`config.mk`:
```
export PLATFORM = sky130hd
export DESIGN_NAME = ljpf_arith
export DESIGN_NICKNAME = d
export VERILOG_FILES = /design/src/sv/ljpf_pkg.sv /design/src/sv/ljpf_arith.sv
export SDC_FILE = /design/constraint.sdc
export NUM_CORES = 1
export LEC_CHECK = 0
export BUFFER_PORTS_ARGS = -buffer_cell sky130_fd_sc_hd__buf_2
export CAP_MARGIN = 15
export CORE_UTILIZATION = 60
export CTS_BUF_LIST = sky130_fd_sc_hd__clkbuf_8
export DETAILED_ROUTE_END_ITERATION = 6
export GPL_TIMING_DRIVEN = 0
export PLACE_DENSITY = 0.88
export SLEW_MARGIN = 10
export SYNTH_ARGS = -nofsm -noshare
export SYNTH_HDL_FRONTEND = slang
export SYNTH_SLANG_ARGS = --single-unit
```
`constraint.sdc`:
```
create_clock -name clock -period 7.6 [get_ports clock]
set_input_delay 1.52 -clock clock [delete_from_list [all_inputs] [get_ports clock]]
set_output_delay 1.52 -clock clock [all_outputs]
set_load 0.02 [all_outputs]
```
`src/sv/ljpf_pkg.sv`:
```
`timescale 1ns / 1ps
`default_nettype none

package ljpf_pkg;

   localparam int MaxAtomsDefault = 1024;
   localparam int FracBitsDefault = 24;

   localparam int OutWidth = 48;
   localparam int RegWidth = 31;
   localparam int CountWidth = 11;
   localparam int PosWidth = 32;
   localparam int IndexWidth = 10;
   localparam int CsrIndexWidth = 3;
   localparam int OpWidth = 64;
   localparam int MagWidth = OutWidth - 1;

   localparam logic [MagWidth-1:0] MagMax = {MagWidth{1'b1}};

   typedef enum logic [CsrIndexWidth-1:0] {
      REG_BOX_X = 3'd0,
      REG_BOX_Y = 3'd1,
      REG_BOX_Z = 3'd2,
      REG_SIGMA_SQUARED = 3'd3,
      REG_WELL_DEPTH = 3'd4,
      REG_ATOM_COUNT = 3'd5
   } ljpf_reg_type;

   // request to the shared multiply / divide unit
   typedef struct packed {
      logic start;
      logic is_div;
      logic [OpWidth-1:0] a;
      logic [OpWidth-1:0] b;
   } ljpf_op_type;

   // answer from the shared multiply / divide unit
   typedef struct packed {
      logic done;
      logic ovf;
      logic [OpWidth-1:0] result;
   } ljpf_res_type;

endpackage

`default_nettype wire

```
`src/sv/ljpf_arith.sv`:
```
`timescale 1ns / 1ps
`default_nettype none

// shared unit: 64-bit shift-add multiply (low word plus overflow flag)
// or restoring divide, one bit per cycle
module ljpf_arith (
   input wire logic clock,
   input wire logic reset,
   input wire ljpf_pkg::ljpf_op_type op,
   output ljpf_pkg::ljpf_res_type res
);

   import ljpf_pkg::*;

   logic busy_ff;
   logic done_ff;
   logic [5:0] cnt_ff;
   logic is_div_ff;
   logic ovf_ff, ovf_in;
   logic [OpWidth-1:0] a_ff;
   logic [OpWidth-1:0] b_ff, b_in;
   logic [OpWidth-1:0] acc_ff, acc_in;
   logic [OpWidth:0] rem_ff, rem_in;

   logic [OpWidth:0] mul_sum;
   logic [OpWidth:0] rem_sh;
   logic q_bit;

   always_comb begin
      mul_sum = {1'b0, acc_ff[OpWidth-2:0], 1'b0} + {1'b0, (b_ff[OpWidth-1] ? a_ff : '0)};
      rem_sh = {rem_ff[OpWidth-1:0], acc_ff[OpWidth-1]};
      q_bit = (rem_sh >= {1'b0, b_ff});
      if (is_div_ff) begin
         acc_in = {acc_ff[OpWidth-2:0], q_bit};
         rem_in = q_bit ? rem_sh - {1'b0, b_ff} : rem_sh;
         b_in = b_ff;
         ovf_in = ovf_ff;
      end else begin
         acc_in = mul_sum[OpWidth-1:0];
         rem_in = rem_ff;
         b_in = {b_ff[OpWidth-2:0], 1'b0};
         ovf_in = ovf_ff | acc_ff[OpWidth-1] | mul_sum[OpWidth];
      end
   end

   always_ff @(posedge clock) begin
      if (reset) begin
         busy_ff <= 1'b0;
         done_ff <= 1'b0;
         cnt_ff <= '0;
      end else begin
         done_ff <= 1'b0;
         if (op.start) begin
            busy_ff <= 1'b1;
            cnt_ff <= '1;
         end else if (busy_ff) begin
            cnt_ff <= cnt_ff - 6'd1;
            if (cnt_ff == '0) begin
               busy_ff <= 1'b0;
               done_ff <= 1'b1;
            end
         end
      end
   end

   always_ff @(posedge clock) begin
      if (op.start) begin
         is_div_ff <= op.is_div;
         a_ff <= op.a;
         b_ff <= op.b;
         acc_ff <= op.is_div ? op.a : '0;
         rem_ff <= '0;
         ovf_ff <= 1'b0;
      end else if (busy_ff) begin
         acc_ff <= acc_in;
         b_ff <= b_in;
         rem_ff <= rem_in;
         ovf_ff <= ovf_in;
      end
   end

   assign res.done = done_ff;
   assign res.ovf = ovf_ff;
   assign res.result = acc_ff;

endmodule

`default_nettype wire

```
# [Yosys cells after proc, flatten, opt, wreduce, memory -nomap -nowiden]
# Cells that the tools add are included.
[totals] elab_cells=39 regBits=266 in_bits=132 output_inout_bits=66
[classes] n_eq_ne=1 bitwise_logic=4 reduce_logical=6 addsub=3 magnitude_cmp=1 muxes=15
[ops] op="$mux 64" n=9
[ops] op="$add 64x64->65" n=1
[ops] op="$ge 65x64->1" n=1
[ops] op="$sub 64x64->64" n=1
[ops] op="$mux 6" n=2
[ops] op="$logic_not 6->1" n=1
[ops] op="$reduce_and 2->1" n=3
[ops] op="$sub 6x1->6 const B" n=1
[ops] op="$mux 1" n=4
[ops] op="$reduce_or 3->1" n=1
[ops] op="$ne 2x2->1 const B" n=1
[ops] op="$not 1->1" n=2
[ops] op="$or 1x1->1" n=2
[ops] op="$reduce_bool 2->1" n=1

# [Longest topological paths before layout]
# Gate-level depths: netlist of the first run.
[logic_depth] depth_word=5 ltp_mapped=17 mapped_depth_nobuf=15

# [Worst setup path before layout of the first run]
# Ideal clock, no wire load.
[synth_path] path_kind="in2reg" start="in op[129] (netlist name)" end="reg b_ff[0] (enable)" path_slack_ns=3.498 arrival_time_ns=3.682 setup_time_ns=0.421 stages=4 required_ns=7.179 n_path_buf=3 path_cell_list="clkbuf_1 > clkbuf_1 > clkbuf_1 > a21o_1"
[synth_between] elab_chain_cells=2 elab_cells_between_ends=3 cone_classes="eq/ne: 1; reduce/logical: 2"
[synth_lines] item="from (decl)" line="ljpf_arith.sv:9" text="input wire ljpf_pkg::ljpf_op_type op,"
[synth_lines] item="$ne 2x2->1 (no line) / $reduce_bool 2->1 (equally long branches)"
[synth_lines] item="$reduce_and 2->1 (no line) *"
[synth_lines] item="to (signal assigned)" line="ljpf_arith.sv:70" text="b_ff <= op.b;"
[synth_lines] item="to (signal assigned)" line="ljpf_arith.sv:76" text="b_ff <= b_in;"
[synth_lines] item="to (decl)" line="ljpf_arith.sv:21" text="logic [OpWidth-1:0] b_ff, b_in;"
# Every way passes the cells marked *; elsewhere a longest branch is shown, timed or not.
# A chain may end at the register's enable or synchronous reset.

# [Worst setup path in the final report of the first run]
[layout_path] start="in op[129] (netlist name)" end="reg acc_ff[22] (enable)"
[layout_between] elab_chain_cells=1
[layout_lines] item="$reduce_bool 2->1 (no line)"
[layout_lines] item="to (signal assigned)" line="ljpf_arith.sv:71" text="acc_ff <= op.is_div ? op.a : '0;"
[layout_lines] item="to (signal assigned)" line="ljpf_arith.sv:75" text="acc_ff <= acc_in;"
[layout_lines] item="to (decl)" line="ljpf_arith.sv:22" text="logic [OpWidth-1:0] acc_ff, acc_in;"
# No other way between the ends.

==> results of run 1 <==
layer usage:
layer | global-route usage [%] | wire, um
met5 | 0 | 10
met4 | 19.2 | 3170
met1 | 44.3 | 23400
met2 | 59.5 | 27000
met3 | 5.84 | 5320
state kept, by name, indices dropped and copies added, names as in the netlist:
name / cells
a_ff: 64
acc_ff: 64
b_ff: 64
busy_ff: 1
cnt_ff: 6
done_ff: 1
is_div_ff: 1
ovf_ff: 1
rem_ff: 64
final timing paths:
| kind | startpoint | endpoint | depth (start not counted) | slack, ps |
|---|---|---|---|---|
| setup / recovery | op[129] | acc_ff[22] | 7 | 2610 |
| hold / removal | ovf_ff | ovf_ff | 1 | 470 |
| setup reg to reg | b_ff[63] | acc_ff[61] | 17 | 2670 |
| hold reg to reg | ovf_ff | ovf_ff | 1 | 470 |
power groups by stage:
| stage | sequential (W) | combinational [W] | clock, W |
|---|---|---|---|
| 6_report | 0.00183 | 0.00161 | 0.00129 |
| 5_1_grt | 0.00184 | 0.00176 | 0.00135 |
| 4_1_cts | 0.00183 | 0.00157 | 0.00129 |
| 3_5_place_dp | 0.00186 | 0.00156 | 0 |
| 3_3_place_gp | 0.00185 | 0.00152 | 0 |
| 2_1_floorplan | 0.00189 | 0.00108 | 0 |
through the flow:
| step | hold slack, ps | utilization, % | power [W] |
|---|---|---|---|
| after floorplan | 443 | - | 0.00297 |
| after global placement | 455 | 66.4 | 0.00337 |
| after detailed placement | 460 | 66.6 | 0.00342 |
| after CTS | 473 | 69.5 | 0.00469 |
| after global routing | 487 | 69.5 | 0.00495 |
| final | 472 | 69.5 | 0.00473 |
final cells by class:
class	count	area share, %
clock inverters	32	0.623
flip-flops and latches	266	33.8
multi-input cells	1739	50.6
clock buffers	55	3.52
repair buffers	198	4.83
inverters	101	1.76
well taps	396	2.31
plain buffers	131	2.55
diodes	4	0.0466
cells in the final DEF (no fill, tap or decap), drive strengths merged, types with 25 or more instances in the layout:
cell type,synthesis,final
xor2,48,48
o21ai,267,267
nand2,265,265
inv,100,114
a21o,68,68
edfxtp,193,193
a31oi,32,32
nand3,36,36
and2,77,77
a21oi,258,258
clkbuf,102,157
dfxtp,73,73
o21bai,25,25
nand4,38,38
nor2,141,141
ha,129,129
xnor2,69,69
buf,29,227
synth_stat cells (all sizes together) (15+ instances only):
| master | number |
|---|---|
| a211oi | 18 |
| a21o | 68 |
| a21oi | 258 |
| a22oi | 19 |
| a31oi | 32 |
| and2 | 77 |
| and3 | 20 |
| buf | 29 |
| clkbuf | 102 |
| dfxtp | 73 |
| edfxtp | 193 |
| ha | 129 |
| inv | 100 |
| mux2i | 15 |
| nand2 | 265 |
| nand2b | 19 |
| nand3 | 36 |
| nand4 | 38 |
| nor2 | 141 |
| nor3 | 23 |
| o211ai | 15 |
| o21a | 15 |
| o21ai | 267 |
| o21bai | 25 |
| xnor2 | 69 |
| xor2 | 48 |
cell families (layout without fill, tap and decap cells):
kind of cell | count (synthesis) | in the layout | synth area share (%)
simple gates | 674 | 674 | 16.6
mux | 16 | 16 | 0.848
flops | 266 | 266 | 38.1
other cells | 0 | 4 | 0
compound gates | 801 | 801 | 25.5
buf+inv | 232 | 517 | 4.87
xor+xnor | 117 | 117 | 5.38
fa+ha+maj | 131 | 131 | 8.69
==> results.yml, run 1 <==
status:
  status: "complete, but fails checks"
  violations: "DRC"
setup_path:
  critPathTopFamily: "buffers and inverters"
  crit_top_cell: "clkbuf_1"
  crit_slowest_cell: "clkbuf_1"
  required_ps: 7870
  critPathBufInv: 6
  max_stage_delay_ps: 770
  path_class: "in2reg"
  start_kind: "input port"
  arrival_ps: 5270
  crit_chain: "buf_4, buf_16, clkbuf_1, clkbuf_1, clkbuf_1, or2_4, buf_16"
  cp_max_fo: 51
  end_kind: "register"
sta:
  rsz0062_at_grt: "no"
  max_freq_mhz: 200
  finalSetupTns_ps: 0
  setup_viol: 0
  worst_slew_pin_slew_ps: 1130
  fin_skew_ps: 24.9
  final-hold-violation-count: 0
  final.period_utilization_pct: 65.7
  worst_slack_ps: 2610
  fin_crit_ps: 4990
  timing.final.max_slew_violations: 0
  slew_headroom_pct: 24.4
routing:
  vias: 18480
  detail_route.iter0.violations: 1820
  vias_per_cell: 6.32
  drcViolationCount: 1
  dr.pass1.iters: 7
  wirelength_um: 58900
  ant_nets: 0
  wire_per_inst_um: 20.2
final_layout:
  seq_area_sq_um: 7260
  drive_gt1_share_pct: 12.8
  stdcell_area_sq_um: 21500
  multi_input_area_sq_um: 10900
  fill_cells: 2553
  areaGrowthSynthToFinish_pct: 12.8
  nNetsFinal: 2747
  fin_cells: 2922
yosys:
  syn-instance-count: 2237
  synth_area_leaders: "edfxtp_1, ha_1, dfxtp_1"
  ys_seq_area_share_pct: 38.1
  yosysWarnings: 0
  async_flop_share_pct: 0
  synth_top_area_cell: "edfxtp_1"
  ys_seq_elements: 266
  synth_cell_types: 82
  syn_area_per_cell_sq_um: 8.51
  syn_nets: 2500
  synth_flop_cell: "edfxtp_1"
  synth_top_area_share_pct: 30.4
  synth_edf_count: 193
  synth.cell_area_sq_um: 19000
placement:
  numPortBuffers: 196
  place.gp.congestion: 0.982
  dpl.cell_count: 2831
  dp_slack_ps: 2030
  placed_cell_area_sq_um: 20600
  hpwlAfterDp_um: 43800
global_routing:
  grt_pass1_wl_um: 92400
  grt_max_degree: 65
  grtUsageTotal_pct: 35.6
  grt_overflow_total: 0
  grt_pass1_vias: 17958
  antenna_found_initial: 4
power:
  p_int_w: 0.00298
  p_seq_share_pct: 38.7
  switching_share_pct: 37.1
  vdd_drop_max_uv: 149
  p_leak_nw: 9.19
  switchingPower_w: 0.00175
  pwr-share-clk_pct: 27.3
  pwr-share-comb_pct: 34.0
  powerDensity_nw_per_um2: 220
die:
  num_io_pins: 198
  dieArea_sq_um: 32500
  initial_core_util_pct: 61.6
  die_height_um: 180
  dieWidth_um: 180
  coreArea_sq_um: 30900
  num_rows: 64
clock_network:
  cts_resized: 0
  worstSkewPairLatency_ps: 610
  path_clk_slew_ps: 50
  root_buffer: "clkbuf_8"
  clock_sinks: 266
  cts_setup_buffers: 0
  cts-buffers-inserted: 47
  h-tree-depth: 2
  cts_tree: "yes"
  ctsHoldBuffers: 0
  clk_path_buf_depth: 3
run:
  maxCapViolCount: 0
min_path:
  worstHoldPathType: "reg2reg"
Power figures use the tool's default switching activity.
==> run 2: changes to the inputs <==
Settings changed: ABC_AREA set to 1, CORE_UTILIZATION 60 to 57, PLACE_DENSITY 0.88 to 0.87.
Clock period 7.6 ns to 4.1 ns, I/O delays scaled along.
==> run 2 against run 1 <==
  * Highest routed layer is now met4
  * Die area grew 24%
  * Worst hold slack got worse by 110 ps
  * The run now ends clean
  * Setup slack got worse by 2400 ps
  * Critical endpoint is now acc_ff[48]
  * Largest cell class unchanged
  * Area after synthesis up 18%
==> results.yml, run 2 <==
yosys:
  synth_edf_count: 193
  ys_seq_elements: 266
  async_flop_share_pct: 0
  synth_top_area_cell: "edfxtp_1"
  synth_cell_types: 43
  syn_area_per_cell_sq_um: 6.30
  synth_mux_area_share_pct: 0
  syn-instance-count: 3582
  synth_compound_area_share_pct: 12.3
  synthSimpleGateAreaFrac_pct: 33.0
  synth_most_common_cell: "nand2_1"
  syn_nets: 3845
  synth_fa_ha_area_share_pct: 7.34
  synth_top_area_share_pct: 25.7
  yosysWarnings: 0
  synth_top_family_by_area: "simple AND/OR/NAND/NOR gates"
  netlist_top_cells_count: "nand2_1, inv_1, nor2_1"
  ys_seq_area_share_pct: 32.2
  synth_flop_cell: "edfxtp_1"
  synth_area_leaders: "edfxtp_1, nand2_1, inv_1"
  synth.cell_area_sq_um: 22500
  synth_xor_area_share_pct: 2.33
die:
  die_height_um: 201
  num_io_pins: 198
  num_rows: 72
  coreArea_sq_um: 38800
  initial_core_util_pct: 58.1
  dieWidth_um: 201
  dieArea_sq_um: 40400
setup_path:
  max_stage_delay_ps: 700
  cp_num_cells: 16
  critPathBufInv: 3
  crit_top_cell: "nand2_1"
  required_ps: 4490
  r2r_end: "acc_ff[48]"
  start_kind: "register"
  critPathTopFamily: "compound AO/OA/AOI/OAI gates"
  reg2reg_slack_ps: 190
  path_class: "reg2reg"
  end_kind: "register"
  rr_worst_depth: 16
  crit_slowest_cell: "o21ai_0"
  regToRegStartpoint: "b_ff[63]"
  cp_max_fo: 10
  arrival_ps: 4300
  crit_chain: "buf_4, clkbuf_1, nand2_1, inv_1, ha_1, a21oi_1, o21ai_0, a21oi_1, o21ai_0, nand2_1, nand2_1, nand2_1, nand3_1, nand3_1, nand2_1, nand2_1"
routing:
  detail_route.iter0.violations: 2004
  ant_nets: 0
  drcViolationCount: 0
  dr.pass1.iters: 6
  vias_per_cell: 5.44
  wire_per_inst_um: 18.8
  vias: 23874
  wirelength_um: 82600
final_layout:
  areaGrowthSynthToFinish_pct: 11.3
  mostFrequentLayoutCells: "nand2_1, inv_1, nor2_1"
  post-route-util_pct: 64.6
  nNetsFinal: 4093
  multi_input_area_sq_um: 12400
  drive_gt1_share_pct: 8.25
  fill_cells: 3667
  layout_commonest_cell: "nand2_1"
  stdcell_area_sq_um: 25100
  seq_area_sq_um: 7260
sta:
  fin_skew_ps: 22.7
  final-hold-violation-count: 0
  worst_slew_pin_slew_ps: 1170
  fin_crit_ps: 3910
  rsz0062_at_grt: "no"
  slew_headroom_pct: 22.0
  setup_viol: 0
  max_freq_mhz: 256
  hold_ws_ps: 363
  final.period_utilization_pct: 95.3
  timing.final.max_slew_violations: 0
clock_network:
  cts_tree: "yes"
  cts-buffers-inserted: 45
  root_buffer: "clkbuf_8"
  h-tree-depth: 2
  ctsHoldBuffers: 0
  path_clk_slew_ps: 70
  worstSkewPairLatency_ps: 640
  clk_path_buf_depth: 3
  clock_sinks: 266
power:
  p_leak_nw: 13.2
  powerDensity_nw_per_um2: 347
  vdd_drop_max_uv: 422
min_path:
  min_to: "a_ff[8]"
  worstHoldPathType: "in2reg"
  min-delay-start: "op[72]"
  min_path_cells: 1
placement:
  place.gp.congestion: 1.06
  placed_cell_area_sq_um: 24300
  numPortBuffers: 197
  hpwlAfterDp_um: 66700
status:
  status: "completed"
global_routing:
  grt_pass1_wl_um: 126000
  grt_max_degree: 41
  grt_pass1_vias: 23209
  antenna_found_initial: 1
  grtUsageTotal_pct: 40.7
  grt_overflow_total: 0
run:
  maxCapViolCount: 0
-- run 2: cell types whose count changed after synthesis, sizes merged, moves of 59 or more --
cell | before | now
xnor2 | 69 | 10
nand3 | 36 | 194
inv | 100 | 657
nand2 | 265 | 1204
and2 | 77 | 1
nor2 | 141 | 384
a21o | 68 | 6
-- run 2: area by class of cell --
| cell class | instances | share of cell area (%) |
|---|---|---|
| multi-input combinational | 2570 | 49.5 |
| sequential | 266 | 28.9 |
| inverter | 659 | 9.87 |
| timing repair buffer | 202 | 4.24 |
| clock buffer | 49 | 2.69 |
| tap | 518 | 2.58 |
| buffer | 86 | 1.60 |
| clock inverter | 33 | 0.573 |
| antenna | 2 | 0.0199 |
-- run 2: worst max path at each step --
| stage | start | end | slack, ps |
|---|---|---|---|
| global placement | op[129] | b_ff[31] | -2300 |
| global route | b_ff[63] | acc_ff[32] | 90 |
| detailed placement | b_ff[63] | acc_ff[63] | -570 |
| floorplan | op[129] | b_ff[0] | 760 |
| finish | b_ff[63] | acc_ff[48] | 190 |
| CTS | b_ff[63] | acc_ff[63] | 270 |
-- run 2: through the flow --
| step | std cells | setup WS [ps] | power (W) | TNS, ps |
|---|---|---|---|---|
| 6_report | 4385 | 192 | 0.00871 | 0 |
| 4_1_cts | 4383 | 271 | 0.00863 | 0 |
| 3_3_place_gp | 4297 | -2300 | 0.00636 | -305920 |
| 2_1_floorplan | 3582 | 757 | 0.00539 | 0 |
| 5_1_grt | 4383 | 85.5 | 0.00915 | 0 |
| 3_5_place_dp | 4300 | -566 | 0.00640 | -9850 |
-- run 2: timing repair --
action                     CTS  global route
gates resized for setup      0             2
gates cloned                 0             0
setup buffers                2             0
setup endpoints to repair   38             1
-- run 2: cells by family (layout without fill, tap and decap cells) --
kind of cell             Yosys count  after routing
XOR/XNOR                          60             60
AND/OR/NAND/NOR                 1846           1846
buffers and inverters            746           1029
adder cells (fa/ha/maj)          131            131
flip-flops                       266            266
other                              0              2
AO/OA/AOI/OAI                    533            533
-- run 2: power breakdown --
group | switching (W) | leakage (nW) | internal, W | total [W]
clock | 0.00116 | 0.498 | 0.00110 | 0.00226
combinational | 0.00215 | 10.2 | 0.000934 | 0.00308
sequential | 0.000166 | 2.55 | 0.00319 | 0.00336
-- run 2: metal layers --
layer / share of wire [%] / track usage [%] / vias to the layer above
met1: 38 / 46.3 / 10733
li1: - / - / 11757
met3: 7.6 / 6.92 / 279
met2: 47 / 69.8 / 1105
met4: 7.2 / 28.2 / 0
met5: 0 / 0 / -
